==> config.mk <==
export PLATFORM = sky130hd
export DESIGN_NAME = bni_engine
export DESIGN_NICKNAME = d
export VERILOG_FILES = /design/src/bni_pkg.sv /design/src/bni_engine.sv
export SDC_FILE = /design/constraint.sdc
export NUM_CORES = 1
export LEC_CHECK = 0
export BUFFER_PORTS_ARGS = -buffer_cell sky130_fd_sc_hd__buf_2
export CORE_ASPECT_RATIO = 1.5
export CORE_MARGIN = 2
export CORE_UTILIZATION = 55
export DETAILED_ROUTE_END_ITERATION = 7
export PLACE_DENSITY = 0.83
export SLEW_MARGIN = 20
export SYNTH_ARGS = -nofsm -noshare
export SYNTH_HDL_FRONTEND = slang
export SYNTH_SLANG_ARGS = --single-unit
export TNS_END_PERCENT = 5
==> constraint.sdc <==
create_clock -name clk -period 8.4 [get_ports clk]
set_input_delay 1.68 -clock clk [delete_from_list [all_inputs] [get_ports clk]]
set_output_delay 1.68 -clock clk [all_outputs]
set_load 0.05 [all_outputs]
==> src/bni_pkg.sv <==
// bni_pkg: shared types and constants for the batch normalisation block
// used by bni_engine, bni_param_mem and batch_norm_inference_top
package bni_pkg;

  // configuration register indexes
  localparam logic [1:0] REG_CHANNEL_TOTAL = 2'd0;
  localparam logic [1:0] REG_PLANE_SIZE    = 2'd1;
  localparam logic [1:0] REG_EPSILON_Q     = 2'd2;

  localparam int CFG_DATA_W = 25;

  // item operations
  localparam logic OP_LOAD   = 1'b0;
  localparam logic OP_SAMPLE = 1'b1;

  // plane size is clamped to this many elements
  localparam logic [24:0] PLANE_LIMIT = 25'h100_0000;

  localparam logic [31:0] S32_MAX = 32'h7FFF_FFFF;
  localparam logic [31:0] S32_MIN = 32'h8000_0000;

  // engine operations
  localparam logic ENG_ROOTDIV = 1'b0;
  localparam logic ENG_MUL     = 1'b1;

  typedef struct packed {
    logic start;
    logic op;
  } eng_req_t;

  typedef struct packed {
    logic done;
    logic root_zero;
  } eng_stat_t;

  // one channel's stored parameters
  typedef struct packed {
    logic [31:0] coef;
    logic [31:0] mean;
    logic [31:0] bias;
    logic        clip;
  } entry_t;

endpackage

==> src/bni_engine.sv <==
// bni_engine: iterative root, divide and multiply sharing one add/subtract unit
// one result bit per cycle; depends on bni_pkg
module bni_engine #(
  parameter int FRAC_BITS = 16
) (
  input  logic                    clk,
  input  logic                    rst,
  input  bni_pkg::eng_req_t       req,
  input  logic [32:0]             sum,
  input  logic [31:0]             mag,
  input  logic [31:0]             md,
  input  logic [31:0]             mc,
  output bni_pkg::eng_stat_t      stat,
  output logic [32+FRAC_BITS-1:0] quotient,
  output logic [63:0]             product
);

  localparam int RAD_W = 33 + FRAC_BITS;
  localparam int WW    = RAD_W + (RAD_W % 2);
  localparam int RW    = WW / 2;
  localparam int DW    = 32 + FRAC_BITS;
  localparam int SW    = (RW + 3 > 33) ? RW + 3 : 33;
  localparam int CNT_W = $clog2(WW + 1);

  localparam logic [2:0] E_IDLE  = 3'd0;
  localparam logic [2:0] E_SQRT  = 3'd1;
  localparam logic [2:0] E_DIVLD = 3'd2;
  localparam logic [2:0] E_DIV   = 3'd3;
  localparam logic [2:0] E_MUL   = 3'd4;

  logic [2:0]       state;
  logic [CNT_W-1:0] count;
  logic [SW-1:0]    rem;
  logic [WW-1:0]    work;
  logic [RW-1:0]    root;
  logic             done;
  logic             root_zero;

  logic [SW-1:0]    sq_trial;
  logic [SW-1:0]    dv_trial;
  logic [SW-1:0]    add_a;
  logic [SW-1:0]    add_b;
  logic             add_sub;
  logic [SW:0]      add_res;
  logic             carry;

  assign sq_trial = {rem[SW-3:0], work[WW-1:WW-2]};
  assign dv_trial = {rem[SW-2:0], work[WW-1]};

  always_comb begin
    case (state)
      E_SQRT: begin
        add_a   = sq_trial;
        add_b   = SW'({root, 2'b01});
        add_sub = 1'b1;
      end
      E_DIV: begin
        add_a   = dv_trial;
        add_b   = SW'(root);
        add_sub = 1'b1;
      end
      default: begin
        add_a   = rem;
        add_b   = work[0] ? SW'(mc) : '0;
        add_sub = 1'b0;
      end
    endcase
  end

  // the shared unit: carry out of a subtract means a >= b
  assign add_res = {1'b0, add_a} + {1'b0, (add_sub ? ~add_b : add_b)}
                   + {{SW{1'b0}}, add_sub};
  assign carry   = add_res[SW];

  always_ff @(posedge clk) begin
    if (rst) begin
      state <= E_IDLE;
      done  <= 1'b0;
    end else begin
      case (state)
        E_IDLE: begin
          done <= 1'b0;
          if (req.start) begin
            rem  <= '0;
            root <= '0;
            if (req.op == bni_pkg::ENG_ROOTDIV) begin
              work  <= WW'({sum, {FRAC_BITS{1'b0}}});
              count <= CNT_W'(RW);
              state <= E_SQRT;
            end else begin
              work  <= WW'(md);
              count <= CNT_W'(32);
              state <= E_MUL;
            end
          end
        end
        E_SQRT: begin
          rem   <= carry ? add_res[SW-1:0] : sq_trial;
          root  <= {root[RW-2:0], carry};
          work  <= work << 2;
          count <= count - 1'b1;
          if (count == CNT_W'(1)) state <= E_DIVLD;
        end
        E_DIVLD: begin
          root_zero <= (root == '0);
          if (root == '0) begin
            done  <= 1'b1;
            state <= E_IDLE;
          end else begin
            // dividend is mag shifted up by the fraction bits, left aligned
            rem   <= '0;
            work  <= {mag, {(WW-32){1'b0}}};
            count <= CNT_W'(DW);
            state <= E_DIV;
          end
        end
        E_DIV: begin
          rem   <= carry ? add_res[SW-1:0] : dv_trial;
          work  <= {work[WW-2:0], carry};
          count <= count - 1'b1;
          if (count == CNT_W'(1)) begin
            done  <= 1'b1;
            state <= E_IDLE;
          end
        end
        E_MUL: begin
          // shift-add, product builds up in {rem, work[31:0]}
          rem   <= add_res[SW:1];
          work  <= {work[WW-1:32], add_res[0], work[31:1]};
          count <= count - 1'b1;
          if (count == CNT_W'(1)) begin
            done  <= 1'b1;
            state <= E_IDLE;
          end
        end
        default: begin
          state <= E_IDLE;
        end
      endcase
    end
  end

  assign stat.done      = done;
  assign stat.root_zero = root_zero;
  assign quotient       = work[DW-1:0];
  assign product        = {rem[31:0], work[31:0]};

endmodule

# [After elaboration in Yosys (flattened, before gate mapping)]
# Index checks and enable logic that the tools add are counted.
[word_totals] reg_bits=119 input_bits=133 output_inout_bits=114 elab_cells=70
[op_classes] add_sub_neg=3 eq_ne=10 n_mux=29 n_bitwise=3 n_reduce_logical=17
[op_table] op="$pmux W50 S5" n=1
[op_table] op="$mux W33" n=5
[op_table] op="$pmux W33 S5" n=1
[op_table] op="$mux W50" n=2
[op_table] op="$pmux W33 S2" n=1
[op_table] op="$pmux W32 S2" n=1
[op_table] op="$pmux W25 S2" n=1
[op_table] op="$mux W49" n=1
[op_table] op="$add A33 B33 Y34" n=1
[op_table] op="$add A34 B1 Y34" n=1
[op_table] op="$not A33 Y33" n=1
[op_table] op="$mux W32" n=1
[op_table] op="$logic_not A25 Y1" n=1
[op_table] op="$mux W25" n=1
[op_table] op="$mux W6" n=3
[op_table] op="$pmux W6 S3" n=1
[op_table] op="$mux W3" n=4
[op_table] op="$pmux W3 S4" n=1
[op_table] op="$reduce_and A3 Y1" n=3
[op_table] op="$ne A2 B2 Y1 const B" n=4
[op_table] op="$reduce_and A4 Y1" n=2
[op_table] op="$eq A3 B2 Y1 const B" n=2
[op_table] op="$eq A6 B1 Y1 const B" n=1
[op_table] op="$reduce_bool A3 Y1" n=2
[op_table] op="16 further kinds" n=20

# [Logic depth before layout (Yosys ltp)]
[logic_depth] ltp_word=8 depth_mapped=19 ltp_nobuf=13

# [Worst setup path after synthesis]
# No wires, ideal clock.
[synth_path] path_kind="in2reg" from="in rst" to="reg root[0], enable pin" setup_time_ns=0.544 arrival_ns=5.906 required_time_ns=7.856 setup_slack_ns=1.951 path_stages=2 path_buffers=1 path_cell_list="buf_1 > a2111oi_0"
[synth_between] elab_chain_cells=2
[synth_rtl] item="start, declared" line_no="bni_engine.sv:7" text="input logic rst,"
[synth_rtl] item="$not A1 Y1 (no source line)"
[synth_rtl] item="$reduce_and A3 Y1 (no source line)"
[synth_rtl] item="end signal, assigned" line_no="bni_engine.sv:99" text="root <= {root[RW-2:0], carry};"
[synth_rtl] item="end, declared" line_no="bni_engine.sv:35" text="logic [RW-1:0] root;"
# Every way passes these cells.
# A chain may end at the register's enable or synchronous reset.

# [Worst setup path after layout]
[layout_path] from="reg state[0]" to="reg rem[0], data pin"
[layout_between] elab_chain_cells=8 elab_cells_between_ends=16 classes_between="add/sub: 2; eq/ne: 4; mux: 7; bitwise: 1; reduce/logical: 2"
[layout_rtl] item="start, declared" line_no="bni_engine.sv:31" text="logic [2:0] state;"
[layout_rtl] item="start signal, assigned" line_no="bni_engine.sv:77" text="state <= E_IDLE;"
[layout_rtl] item="start signal, assigned" line_no="bni_engine.sv:89" text="state <= E_SQRT;"
[layout_rtl] item="start signal, assigned" line_no="bni_engine.sv:93" text="state <= E_MUL;"
[layout_rtl] item="$eq A3 B2 Y1 or $eq A3 B1 Y1 (tied branches)" line_no="bni_engine.sv:51, bni_engine.sv:80"
[layout_rtl] item="$pmux W32 S2 or $reduce_or A2 Y1 (tied branches)"
[layout_rtl] item="$not A33 Y33 or $mux W1 (tied branches)" line_no="bni_engine.sv:71, bni_engine.sv:51"
[layout_rtl] item="$mux W33" line_no="bni_engine.sv:71" text="assign add_res = {1'b0, add_a} + {1'b0, (add_sub ? ~add_b : add_b)}"
[layout_rtl] item="$add A33 B33 Y34" line_no="bni_engine.sv:71"
[layout_rtl] item="$add A34 B1 Y34" line_no="bni_engine.sv:72" text="+ {{SW{1'b0}}, add_sub};"
[layout_rtl] item="$mux W33 (on tied branches)" line_no="bni_engine.sv:118, bni_engine.sv:98"
[layout_rtl] item="$pmux W33 S5 (*)" line_no="bni_engine.sv:80" text="case (state)"
[layout_rtl] item="end signal, assigned" line_no="bni_engine.sv:98" text="rem <= carry ? add_res[SW-1:0] : sq_trial;"
[layout_rtl] item="end signal, assigned" line_no="bni_engine.sv:118" text="rem <= carry ? add_res[SW-1:0] : dv_trial;"
[layout_rtl] item="end signal, assigned" line_no="bni_engine.sv:128" text="rem <= add_res[SW:1];"
[layout_rtl] item="end, declared" line_no="bni_engine.sv:33" text="logic [SW-1:0] rem;"
# Mark *: on every way between the ends. The rest lies on a longest branch, timed or not.

==> flow_metrics.env <==
export IMPL_synthArstFlopShare_pct=0
export IMPL_startpoint="state[0]$_SDFFE_PP0P_"
export IMPL_finalSetupViolations=0
export IMPL_rows=61
export IMPL_fmax_mhz=184.1
export IMPL_wl_per_cell_um=19.31
export IMPL_cts_tree="done"
export IMPL_required_ns=8.63
export IMPL_crit_path_top_delay_cell="dfxtp_2"
export IMPL_vias_per_cell=6.140
export IMPL_seq_area_sq_um=3538
export IMPL_drc=0
export IMPL_layout_commonest_cell="buf_2"
export IMPL_ioPinCount=247
export IMPL_ys_ff_latch=119
export IMPL_gp_congestion=0.8829
export IMPL_netlist_area_sq_um=10280
export IMPL_crit_buf_inv=1
export IMPL_cpPeakStageDelay_ns=0.88
export IMPL_cts_root_buf="clkbuf_16"
export IMPL_grt_use_total_pct=29.00
export IMPL_core_sq_um=18470
export IMPL_cts_setup_buffers=0
export IMPL_grt_max_degree=114
export IMPL_nets=1400
export IMPL_ant_nets=0
export IMPL_post_dp_cell_area_sq_um=10780
export IMPL_area_growth_pct=10.90
export IMPL_fin_area_sq_um=11400
export IMPL_hold_viol=0
export IMPL_fill_cells=1662
export IMPL_period_share_pct=64.67
export IMPL_status="finished clean"
export IMPL_first_global_vias=8802
export IMPL_drt_wl_total_um=28920
export IMPL_port_buffers=246
export IMPL_cts_buffer_depth=2
export IMPL_peakVddDrop_mv=0.1387
export IMPL_period_minus_slack_ns=5.432
export IMPL_clkLatencyLatePin_ns=0.42
export IMPL_end_kind="register"
export IMPL_cts_resized=0
export IMPL_critPathTopFamily="simple AND/OR/NAND/NOR gates"
export IMPL_hold_class="reg2reg"
export IMPL_arrival_ns=5.66
export IMPL_crit_path_start_kind="register"
export IMPL_r2r_start="state[0]$_SDFFE_PP0P_"
export IMPL_min_from="done$_SDFFE_PP0P_"
export IMPL_tns_ns=0
export IMPL_synth_edff_count=115
export IMPL_drt_iter0_drc=685
export IMPL_report_final_slew_viol_count=0
export IMPL_yosysUniqueCellTypes=75
export IMPL_cap_violations=0
export IMPL_yosys_warnings=0
export IMPL_post_dp_hpwl_um=21050
export IMPL_grt_pass1_wl_um=44750
export IMPL_final_cell_mix="buf_2, edfxtp_1, nand2_1"
export IMPL_crit_path_cell_trace="nand2b_4, nand3_1, o21ai_0, ha_1, nand4_1, nor3_1, o211ai_2, a21boi_2, o21ai_4, nand2_1, buf_4, mux2_1, o22ai_1"
export IMPL_avgSynthCellArea_sq_um=8.963
export IMPL_htree_levels=4
export IMPL_tightest_slew_ns=1.074
export IMPL_multi_input_area_sq_um=5544
export IMPL_dr_pass1_iters=5
export IMPL_finClkSkew_ns=0.008369
export IMPL_die_w_um=115.6
export IMPL_rsz0062_at_grt="no"
export IMPL_synth_net_count=1314
export IMPL_clk_pin_slew_worst_paths_ns=0.06
export IMPL_relSlewSlack_pct=27.99
export IMPL_overflow=0
export IMPL_ctsHoldBuffers=0
export IMPL_synthFlopType="edfxtp_1"
export IMPL_setup_worst_path_class="reg2reg"
export IMPL_drive_above_1_share_pct=27.61
export IMPL_critPathMaxFanout=113
export IMPL_clock_sinks=119
export IMPL_p_leak_nw=4.716
export IMPL_powerDensity_nw_per_um2=222.1
export IMPL_antenna_found_initial=1
export IMPL_cts_buffers=17
export IMPL_routed_via_count=9197
export IMPL_synth_cells=1147
export IMPL_hold_ws_ns=0.5579
export IMPL_start_util_pct=55.66
export IMPL_die_area_sq_um=19830
export IMPL_diodes=0
export IMPL_seq_area_frac_synth_pct=34.37
export IMPL_die_h_um=171.5
==> where the power goes <==
part,switching [mW],leakage [nW],internal [mW]
combinational,0.639,3.26,0.308
sequential,0.0725,1.15,0.734
clock,0.281,0.302,0.497
total,0.992,4.72,1.54
==> per-layer routing <==
layer	vias up	GRT usage, %	part of all wire, %
met5	-	0	0.045
met4	2	17.24	5.2
met3	69	5.109	6.1
met2	414	51.39	52
met1	4390	32.04	37
li1	4322	-	-
==> cells by family after synthesis <==
kind of cell / share of synthesized area (%)
adders and majority gates: 4.211
xor gates and xnor gates: 2.982
DFF: 34.37
and+or+nand+nor: 15.05
muxes: 10.99
buffers and inverters: 12.15
AOI/OAI and AO/OA: 20.25
==> worst paths after layout <==
kind | endpoint | slack, ns | cells after the start
worst max register to register | rem[0]$_DFFE_PP_ | 2.97 | 13
worst max-delay path | rem[0]$_DFFE_PP_ | 2.97 | 13
worst min-delay path | done$_SDFFE_PP0P_ | 0.56 | 2
worst min register to register | done$_SDFFE_PP0P_ | 0.56 | 2
==> tightest hold or removal path, cell delays in order, from the launching register on <==
cell and delay (ns):
dfxtp_1 0.33, nor3_1 0.06, nor3_1 0.11
==> synthesized netlist by cell type, drive strengths merged (5+ instances only) <==
cell type    n  area, sq um
ha          33        412.9
o211ai       7        57.55
a31oi        8        62.56
and2         5        31.28
a221o       17        170.2
a21o        20        150.1
clkbuf      60        225.2
nand2      110        412.9
xnor2       22        192.7
o21bai       8        60.06
edfxtp     115         3453
o21a         5        38.79
o2bb2ai      5        43.79
inv         18        67.56
or3          8        50.05
xor2        13        113.9
o21ai       96        491.7
nand3       48        240.2
a22oi       41        307.8
nor2b        7        51.30
nor4         7        43.79
and3        27        168.9
nor2        79        304.0
o22ai       10        62.56
nand4       11        68.82
nor3        17        85.08
mux2        34        382.9
a21oi       63        315.3
buf        131        955.9
mux2i       72        724.4
==> flip-flops by register name (all words and copies together) (netlist names) <==
register,count
root,25
work,50
rem,33
state,3
done,1
count,6
root_zero,1
==> area by class of cell <==
class                   instances  share of cell area [%]
clock buffers                  20                   3.830
clock inverters                12                   1.569
inverters                      18                  0.5926
multi-input cells             819                   48.62
flip-flops and latches        119                   31.03
well taps                     252                   2.765
repair buffers                258                   11.59
==> metrics by stage <==
step | total power [mW] | utilization [%] | instances | setup slack [ns]
floorplan | 1.588 | - | 1147 | 1.951
global placement | 1.740 | 58.37 | 1466 | 3.160
detailed placement | 1.754 | 58.37 | 1466 | 3.038
CTS | 2.531 | 61.71 | 1498 | 3.012
global route | 2.647 | 61.73 | 1498 | 2.651
finish | 2.532 | 61.73 | 1498 | 2.968
No activity file was read; power rests on OpenSTA's default activity.
